File: src/design/szalu_pkg.sv
// Package for the sized integer ALU: opcodes, width codes, stage structs.
// Shared by every module of the block; no dependencies of its own.
package szalu_pkg;

    localparam int DATA_WIDTH  = 64;
    localparam int HALF_WIDTH  = DATA_WIDTH / 2;
    localparam int PROD_WIDTH  = 2 * DATA_WIDTH;
    localparam int FUNC_WIDTH  = 4;
    localparam int WCODE_WIDTH = 2;
    localparam int SHAMT_WIDTH = $clog2(DATA_WIDTH);

    // Input item: func, width_code, src_value, dst_value, padded to bytes
    localparam int IN_BITS     = FUNC_WIDTH + WCODE_WIDTH + 2 * DATA_WIDTH;
    localparam int IN_TDATA_W  = ((IN_BITS + 7) / 8) * 8;
    // Result item: result_value, high_part, five single-bit fields
    localparam int OUT_BITS    = 2 * DATA_WIDTH + 5;
    localparam int OUT_TDATA_W = ((OUT_BITS + 7) / 8) * 8;

    // Opcodes; codes 12..15 do nothing
    typedef enum logic [FUNC_WIDTH-1:0] {
        OP_MOV = 4'd0,
        OP_ADD = 4'd1,
        OP_CMP = 4'd2,
        OP_SUB = 4'd3,
        OP_MUL = 4'd4,
        OP_NEG = 4'd5,
        OP_AND = 4'd6,
        OP_OR  = 4'd7,
        OP_XOR = 4'd8,
        OP_NOT = 4'd9,
        OP_SHL = 4'd10,
        OP_SHR = 4'd11
    } op_t;

    // Operand width codes
    typedef enum logic [WCODE_WIDTH-1:0] {
        W_8  = 2'd0,
        W_16 = 2'd1,
        W_32 = 2'd2,
        W_64 = 2'd3
    } wcode_t;

    // Operands after width masking
    typedef struct packed {
        logic [FUNC_WIDTH-1:0] func;
        wcode_t                wcode;
        logic [DATA_WIDTH-1:0] src;
        logic [DATA_WIDTH-1:0] dst;
    } opnd_t;

    // First execute stage: plain result plus the four partial products
    typedef struct packed {
        wcode_t                wcode;
        logic                  is_mul;
        logic                  wr;
        logic [DATA_WIDTH-1:0] res;
        logic [DATA_WIDTH-1:0] fsrc;
        logic [DATA_WIDTH-1:0] pp_ll;
        logic [DATA_WIDTH-1:0] pp_lh;
        logic [DATA_WIDTH-1:0] pp_hl;
        logic [DATA_WIDTH-1:0] pp_hh;
    } ex1_t;

    // Second execute stage: final values, flags still to derive
    typedef struct packed {
        wcode_t                wcode;
        logic                  wr;
        logic                  wh;
        logic [DATA_WIDTH-1:0] res;
        logic [DATA_WIDTH-1:0] high;
        logic [DATA_WIDTH-1:0] fsrc;
    } ex2_t;

    // All-ones mask for an operand width
    function automatic logic [DATA_WIDTH-1:0] width_mask(input wcode_t wc);
        logic [DATA_WIDTH-1:0] m;
        unique case (wc)
            W_8:     m = DATA_WIDTH'(8'hFF);
            W_16:    m = DATA_WIDTH'(16'hFFFF);
            W_32:    m = DATA_WIDTH'(32'hFFFF_FFFF);
            default: m = '1;
        endcase
        return m;
    endfunction

endpackage

File: src/design/szalu_merge.sv
// Second execute stage: sums the partial products and picks the halves.
// Uses szalu_pkg types; fed from the registered first stage.
module szalu_merge (
    input  szalu_pkg::ex1_t ex1,
    output szalu_pkg::ex2_t ex2
);
    import szalu_pkg::*;

    logic [PROD_WIDTH-1:0] prod;
    logic [DATA_WIDTH-1:0] m;
    logic [DATA_WIDTH-1:0] prod_lo;
    logic [DATA_WIDTH-1:0] prod_hi;

    // Full product from the four partial products
    assign prod = {ex1.pp_hh, {DATA_WIDTH{1'b0}}}
                + {{HALF_WIDTH{1'b0}}, ex1.pp_lh, {HALF_WIDTH{1'b0}}}
                + {{HALF_WIDTH{1'b0}}, ex1.pp_hl, {HALF_WIDTH{1'b0}}}
                + {{DATA_WIDTH{1'b0}}, ex1.pp_ll};

    assign m       = width_mask(ex1.wcode);
    assign prod_lo = prod[DATA_WIDTH-1:0] & m;

    // Upper half sits just above the operand width
    always_comb
    begin
        unique case (ex1.wcode)
            W_8:     prod_hi = DATA_WIDTH'(prod[15:8]);
            W_16:    prod_hi = DATA_WIDTH'(prod[31:16]);
            W_32:    prod_hi = DATA_WIDTH'(prod[63:32]);
            default: prod_hi = prod[PROD_WIDTH-1:DATA_WIDTH];
        endcase
    end

    always_comb
    begin
        ex2.wcode = ex1.wcode;
        ex2.wr    = ex1.wr;
        ex2.wh    = ex1.is_mul;
        ex2.res   = ex1.is_mul ? prod_lo : ex1.res;
        ex2.high  = ex1.is_mul ? prod_hi : '0;
        ex2.fsrc  = ex1.is_mul ? prod_lo : ex1.fsrc;
    end

endmodule

File: config.mk
export PLATFORM = sky130hd
export DESIGN_NAME = szalu_merge
export DESIGN_NICKNAME = d
export VERILOG_FILES = /design/src/design/szalu_pkg.sv /design/src/design/szalu_merge.sv
export SDC_FILE = /design/constraint.sdc
export NUM_CORES = 1
export LEC_CHECK = 0
export BUFFER_PORTS_ARGS = -buffer_cell sky130_fd_sc_hd__buf_2
export CAP_MARGIN = 30
export CORE_AREA = 3 3 225 227
export DETAILED_ROUTE_END_ITERATION = 6
export DIE_AREA = 0 0 228 230
export GPL_TIMING_DRIVEN = 1
export MAX_ROUTING_LAYER = met4
export PLACE_DENSITY = 0.45
export SLEW_MARGIN = 20
export SYNTH_ARGS = -nofsm -noshare
export SYNTH_HDL_FRONTEND = slang
export SYNTH_SLANG_ARGS = --single-unit
File: constraint.sdc
create_clock -name vclk -period 6.55
set_clock_uncertainty 0.1 [all_clocks]
set_input_delay 0.655 -clock vclk [all_inputs]
set_output_delay 0.655 -clock vclk [all_outputs]
set_load 0.005 [all_outputs]
==> results.toml, run 1 <==
[outcome]
status = "completed"

[power]
peakVddDrop_v = 0.0000597
finalPower_mw = 1.80
total_leakage_power_nw = 6.09
pwr_density_cell_nw_per_um2 = 152

[die]
boundaryPins = 584
fp.dieW_um = 228
initial_core_util = 0.169
rows = 81
core_region_area_um2 = 48800
die_y_um = 230
design.die.area_um2 = 52400

[sta]
hold_viol_final = 0
slew_headroom = 0.498
drv_slew = 0
rsz0062_at_grt = "false"
holdWs_ns = 1.21
worst_slew_pin_slew_ns = 0.748
period_share = 0.907
fin_setup_tns_ns = 0
finalSetupViolCount = 0
fmaxAchievable_mhz = 168
layout_min_cycle_time_ns = 5.94

[layout]
final_cell_mix = "buf_2, o21ai_0, inv_1"
drive_gt1_frac = 0.358
design_area_um2 = 11800
post-route-util = 0.242
seq_cells = 0
nFillCells = 5676
final_common_cell = "buf_2"
fin_nets = 2278
areaGrowthSynthToFinish_pct = 43.1
seq_area_um2 = 0
clock_buffers = 0

[detailed_routing]
firstDrtPassIters = 5
vias = 11186
drtAntennaViolNets = 0
wire_per_inst_um = 22.4
dr_wl_met3_mm = 3.07
dr_wl_met2_mm = 27.1
remaining_drc_errors = 0
top_layer = "met4"
drt_iter0_drc = 690
wl_met1_mm = 21.9
routed_wl_mm = 54.3
viasPerCell = 4.61

[worst_setup_path]
startpoint = "ex1[65]"
cp.required_ns = 5.79
crit_type = "in -> out"
critPathCaptureType = "output port"
worstPathArrival_ns = 5.19
cp_max_fo = 22
critPathCapture = "ex2[101]"
critPathLaunchType = "input port"

[global_routing]
grt_pass1_wl_mm = 77.2
grt_start_max_net_pins = 82
grt.overflow.total = 0
track_usage = 0.201
antenna_found_initial = 8
grt_pass1_vias = 11419

[synth]
synth.net_count = 1755
yosysWarnings = 0
mappedNetlistArea_um2 = 8260
synth_cell_types = 70
yosysSeqAreaShare = 0
avgSynthCellArea_um2 = 6.67
syn_inst = 1238

[cts]
cts_resized = 0
cts-hold-fix-buffers = 0
postCtsSetupBuffers = 0

[placed_design]
placed_area_um2 = 11800
dp_hpwl_mm = 48.5
port_buffers = 582
finalWeightedCongestion = 0.953

[worst_hold_path]
min_path_type = "in -> out"

[run]
drv_cap = 0
==> cell type report <==
| class | instances | area, um2 | share of cell area |
|---|---|---|---|
| multi-input combinational | 1012 | 7380 | 0.625 |
| timing repair buffer | 596 | 3020 | 0.255 |
| tap | 664 | 831 | 0.0703 |
| inverter | 151 | 567 | 0.0480 |
| antenna | 6 | 15.0 | 0.00127 |
==> routing by layer <==
metal	track usage	up-vias
met5	-	-
met4	0.0695	0
met3	0.0354	63
met2	0.354	420
met1	0.230	5273
li1	-	5430
==> kinds of logic (layout without fill, tap and decap cells) <==
family                     after synthesis  after routing  synth area share
xor gates and xnor gates                57             57            0.0605
buffers and inverters                  226            747             0.106
AOI/OAI and AO/OA                      461            461             0.344
and+or+nand+nor                        348            348             0.206
other                                    0              6                 0
muxes                                   17             17            0.0291
adders and majority gates              129            129             0.255
==> worst min-delay path by stage <==
stage                         from       end  slack, ns  cells past startpoint
final                     ex1[384]  ex2[193]       1.21                      0
after global routing      ex1[384]  ex2[193]       1.21                      0
after CTS                 ex1[384]  ex2[193]       1.21                      0
after detailed placement  ex1[384]  ex2[193]       1.21                      0
after global placement    ex1[384]  ex2[193]       1.21                      0
after floorplan           ex1[385]  ex2[192]       1.29                      1
==> cell usage after synthesis (all sizes together) (4+ instances only) <==
cell type	number	area share
o21ai	170	0.11
o31ai	18	0.017
clkbuf	59	0.027
nor4	5	0.0038
o31a	6	0.0064
nand2	128	0.059
nor3	11	0.0067
or3	14	0.011
nand2b	6	0.0045
o211ai	8	0.0073
buf	16	0.010
a21oi	117	0.071
nor2	60	0.027
ha	64	0.097
o21bai	15	0.014
fa	65	0.16
a21o	40	0.036
a31oi	5	0.0045
mux2i	6	0.0073
and3	15	0.011
mux4	5	0.014
nand4	31	0.023
o21a	14	0.013
inv	151	0.069
xor2	27	0.029
nand3	25	0.015
and2	19	0.014
a21boi	5	0.0050
o22ai	23	0.017
xnor2	30	0.032
nor2b	6	0.0045
a221oi	5	0.0061
or4	13	0.012
nand3b	4	0.0036
or2	4	0.0030
mux2	6	0.0082
a211oi	8	0.0073
==> power by group <==
part / switching [mW] / internal (mW) / total, mW
sequential: 0 / 0 / 0
clock: 0 / 0.000000124 / 0.000000124
combinational: 1.14 / 0.662 / 1.80
==> per-stage QoR <==
stage	setup WS, ns	cells
floorplan	1.80	1238
global placement	0.698	2421
detailed placement	0.588	2421
CTS	0.550	2421
global route	0.180	2429
finish	0.606	2429
==> worst max-delay path, stage by stage <==
cell and delay [ns]:
buf_2 0.11, fa_1 0.48, ha_1 0.25, fa_1 0.44, a211oi_1 0.39, nor4b_1 0.13, o21ai_0 0.37, a21oi_1 0.19
o2111ai_1 0.33, o21ai_0 0.29, a221oi_1 0.37, buf_4 0.19, a21o_1 0.52, o21ai_0 0.19, a21oi_1 0.16, buf_2 0.13
No activity file was read; power rests on OpenSTA's default activity.
==> inputs of run 2 (changes only) <==
- CORE_AREA: 3 3 225 227 -> 10 10 218 220
- PLACE_DENSITY: 0.45 -> 0.49
==> run 2 against run 1 <==
Effect of this change:
- final area down 0.96%
- sequential cell count unchanged
- largest cell class unchanged
- non-clock buffer count down 3
- largest power group unchanged
- first-iteration DRC count up 12%
- wire length up 6.6%
- final cell count down 3.3%
==> results.toml, run 2 (synthesis gave the netlist of run 1 again) <==
[worst_setup_path]
crit_family = "compound AO/OA/AOI/OAI gates"
critPathBufInv = 3
crit_slowest_cell = "a21o_1"
crit_type = "in -> out"
crit_path_cell_trace = "buf_2 -> fa_1 -> ha_1 -> fa_1 -> a211oi_1 -> nor4b_1 -> o21ai_0 -> a21oi_1 -> o2111ai_1 -> o21ai_0 -> a221oi_1 -> buf_4 -> a21o_1 -> o21ai_0 -> a21oi_1 -> buf_2"
slowest_delay_ns = 0.50
cp_common_cell = "o21ai_0"
critPathCaptureType = "output port"
startpoint = "ex1[65]"
cp_max_fo = 22
cp.required_ns = 5.79
worstPathArrival_ns = 5.21
critPathLaunchType = "input port"

[power]
power_frac_comb = 1.000
pwr-share-seq = 0
pwr_density_cell_nw_per_um2 = 153
p_sw_frac = 0.632
total_leakage_power_nw = 6.08
p_int_mw = 0.658
clockPowerShare = 0
peakVddDrop_v = 0.0000571
p_switching_mw = 1.13

[layout]
seq_cells = 0
final_common_cell = "buf_2"
final_cell_mix = "buf_2, o21ai_0, inv_1"
post-route-util = 0.273
seq_area_um2 = 0
clock_buffers = 0
drive_gt1_frac = 0.356
areaGrowthSynthToFinish_pct = 41.7
fin_nets = 2275

[global_routing]
grtUsageMet2 = 0.379
grt.overflow.total = 0
track_usage = 0.213
grt_use_met1 = 0.230
grt_pass1_vias = 11539
antenna_found_initial = 10
grt_busiest_layer = "met2"
met3_usage = 0.0456
grt_pass1_wl_mm = 81.6
grt_start_max_net_pins = 72

[detailed_routing]
drtAntennaViolNets = 0
firstDrtPassIters = 5
viasPerCell = 4.79
drt_iter0_drc = 775
routed_wl_mm = 57.9
wire_per_inst_um = 24.7
vias = 11252
remaining_drc_errors = 0

[worst_hold_path]
min_path_type = "in -> out"
holdPathEnd = "ex2[193]"
worstHoldStart = "ex1[384]"
whs_path_depth = 0

[sta]
holdWs_ns = 1.21
hold_viol_final = 0
worst_slew_pin_slew_ns = 0.800
drv_slew = 0
fmaxAchievable_mhz = 168
slew_headroom = 0.465
period_share = 0.910
fin_setup_tns_ns = 0
finalSetupViolCount = 0
layout_min_cycle_time_ns = 5.96
rsz0062_at_grt = "false"

[cts]
cts_resized = 0
postCtsSetupBuffers = 0
cts-hold-fix-buffers = 0

[die]
boundaryPins = 584
rows = 76
initial_core_util = 0.192
design.die.area_um2 = 52400
die_y_um = 230
fp.dieW_um = 228
core_region_area_um2 = 42900

[run]
drv_cap = 0

[placed_design]
finalWeightedCongestion = 0.946
dp_hpwl_mm = 52.1
port_buffers = 582

[outcome]
status = "completed"
## run 2: changes by cell type in the layout (fill, tap and decap cells not counted), sizes merged
cell | before | now
buf | 595 | 593
diode | 6 | 8
clkbuf | 1 | 0
## run 2: worst max-delay path by stage
stage | endpoint | slack (ns) | depth (start not counted)
global route | ex2[103] | 0.17 | 16
floorplan | ex2[97] | 1.80 | 15
detailed placement | ex2[105] | 0.54 | 16
finish | ex2[105] | 0.59 | 16
global placement | ex2[101] | 0.63 | 16
CTS | ex2[105] | 0.51 | 16
## run 2: final cells by class
type / count / area [um2]
Antenna cell: 8 / 20.0
Fill cell: 4882 / 31200
Timing Repair Buffer: 593 / 3000
Inverter: 151 / 567
Tap cell: 585 / 732
Multi-Input combinational cell: 1012 / 7380
## run 2: metal layers
layer / up-vias / routed length (um)
met2: 476 / 29600
met5: - / 0
met3: 52 / 3680
li1: 5432 / -
met4: 0 / 2060
met1: 5292 / 22600
## run 2: power by group through the flow
stage	combinational (mW)	clock, mW	sequential [mW]
2_1_floorplan	1.01	0	0
3_3_place_gp	1.81	0	0
3_5_place_dp	1.81	0	0
4_1_cts	1.82	0	0
5_1_grt	1.97	0.000000165	0
6_report	1.79	0.000000165	0
## run 2: through the flow
step                power [mW]  std cells  setup WS [ns]  area [um2]
finish                    1.79       2349          0.589       11700
detailed placement        1.81       2340          0.538       11700
CTS                       1.82       2340          0.511       11700
floorplan                 1.01       1238           1.80        8260
global placement          1.81       2340          0.627       11700
global route              1.97       2349          0.166       11700
==> inputs of run 3 (changes only) <==
==> constraint.sdc (replaced) <==
create_clock -name vclk -period 6.55
set_clock_uncertainty 0.1 [all_clocks]
set_input_delay 1.6375 -clock vclk [all_inputs]
set_output_delay 1.6375 -clock vclk [all_outputs]
set_load 0.005 [all_outputs]
==> run 3 against run 2 <==
Effect of this change:
- the flow now finishes with violations (negative setup slack)
- global-route usage grew 1.3 points
- total power grew 60%
- via count grew 11%
- sequential cell count is the same
- critical path depth shrank 1
- critical path type unchanged
==> results.toml, run 3 (synthesis gave the netlist of run 1 again) <==
[outcome]
status = "finished with violations"
violations = "negative setup slack"

[detailed_routing]
drtAntennaViolNets = 0
viasPerCell = 4.77
remaining_drc_errors = 0
firstDrtPassIters = 5
routed_wl_mm = 61.9
wire_per_inst_um = 23.6
vias = 12484
drt_iter0_drc = 683

[power]
peakVddDrop_v = 0.0000672
total_leakage_power_nw = 7.87
pwr_density_cell_nw_per_um2 = 184

[global_routing]
grt_start_max_net_pins = 91
grt_busiest_layer = "met2"
antenna_found_initial = 7
grt_use_met1 = 0.248
grt_pass1_vias = 13188
met3_usage = 0.0382
track_usage = 0.226
grt_pass1_wl_mm = 87.5
grtUsageMet2 = 0.399
grt.overflow.total = 0

[worst_setup_path]
worstPathArrival_ns = 5.19
cp.required_ns = 4.81
crit_type = "in -> out"
critPathCaptureType = "output port"
critPathLaunchType = "input port"
cp_max_fo = 7

[sta]
holdWs_ns = 3.18
worst_slack_ns = -0.378
hold_viol_final = 0
slew_headroom = 0.413
fmaxAchievable_mhz = 144
rsz0062_at_grt = "true"
layout_min_cycle_time_ns = 6.93
drv_slew = 0
worst_slew_pin_slew_ns = 0.880
finalSetupViolCount = 63
period_share = 1.06

[layout]
drive_gt1_frac = 0.533
final_cell_mix = "buf_2, buf_4, inv_1"
seq_area_um2 = 0
areaGrowthSynthToFinish_pct = 88.8
clock_buffers = 0
fin_nets = 2549
seq_cells = 0
final_common_cell = "buf_2"

[die]
core_region_area_um2 = 42900
boundaryPins = 584
die_y_um = 230
rows = 76
design.die.area_um2 = 52400
fp.dieW_um = 228
initial_core_util = 0.192

[placed_design]
dp_hpwl_mm = 53.7
finalWeightedCongestion = 0.979
port_buffers = 582
place_ws_ns = -0.852

[run]
drv_cap = 0

[worst_hold_path]
whs_path_depth = 0
worstHoldStart = "ex1[384]"
min_path_type = "in -> out"
holdPathEnd = "ex2[193]"
[run 3: what timing repair did]
action / CTS / global route
setup buffers: 40 / 19
hold endpoints to repair: 0 / 0
endpoints found under the setup margin: 96 / 91
resized for setup: 218 / 141
cloned: 3 / 0
hold buffers: 0 / 0
pin swaps: 120 / 87
[run 3: report_power, final]
| part | internal (mW) | switching (mW) |
|---|---|---|
| combinational | 1.39 | 1.48 |
| clock | 0.0000000823 | 0 |
| sequential | 0 | 0 |
[run 3: worst max path at each step]
stage	cells past startpoint	endpoint	slack, ns	start
after floorplan	13	ex2[95]	-0.006	ex1[65]
after global placement	19	ex2[123]	-0.83	ex1[65]
after detailed placement	19	ex2[123]	-0.85	ex1[65]
after CTS	15	ex2[106]	-0.44	ex1[237]
after global routing	17	ex2[95]	-0.51	ex1[70]
final	15	ex2[106]	-0.38	ex1[70]
[run 3: through the flow]
stage / power [mW] / cell area (um2) / instances / util / TNS (ns)
floorplan: 1.01 / 8260 / 1238 / - / -0.00578
global placement: 2.30 / 13500 / 2576 / 0.315 / -42.52
detailed placement: 2.30 / 13500 / 2576 / 0.315 / -43.75
CTS: 2.70 / 14800 / 2601 / 0.346 / -16.39
global route: 3.08 / 15600 / 2619 / 0.364 / -22.26
finish: 2.87 / 15600 / 2619 / 0.364 / -14.25
[run 3: layer usage]
metal	up-vias	share of wire
met5	-	0
met4	0	0.050
met3	82	0.056
met2	470	0.50
met1	5960	0.39
li1	5972	-
[run 3: layout make-up]
type,count,area (um2)
Tap cell,585,732
Inverter,151,567
Multi-Input combinational cell,1012,8800
Antenna cell,4,10.0
Fill cell,4671,27300
Timing Repair Buffer,867,5480
[run 3: worst max-delay path, stage by stage]
cell     delay [ns]
buf_2          0.11
fa_1           0.47
ha_1           0.33
nand2_2        0.07
or3_4          0.41
nor3_4         0.23
nor4b_4        0.12
o31ai_4        0.33
a21oi_4        0.13
o21ai_4        0.25
a31oi_4        0.12
buf_12         0.16
or4_4          0.53
a21oi_2        0.12
buf_2          0.14
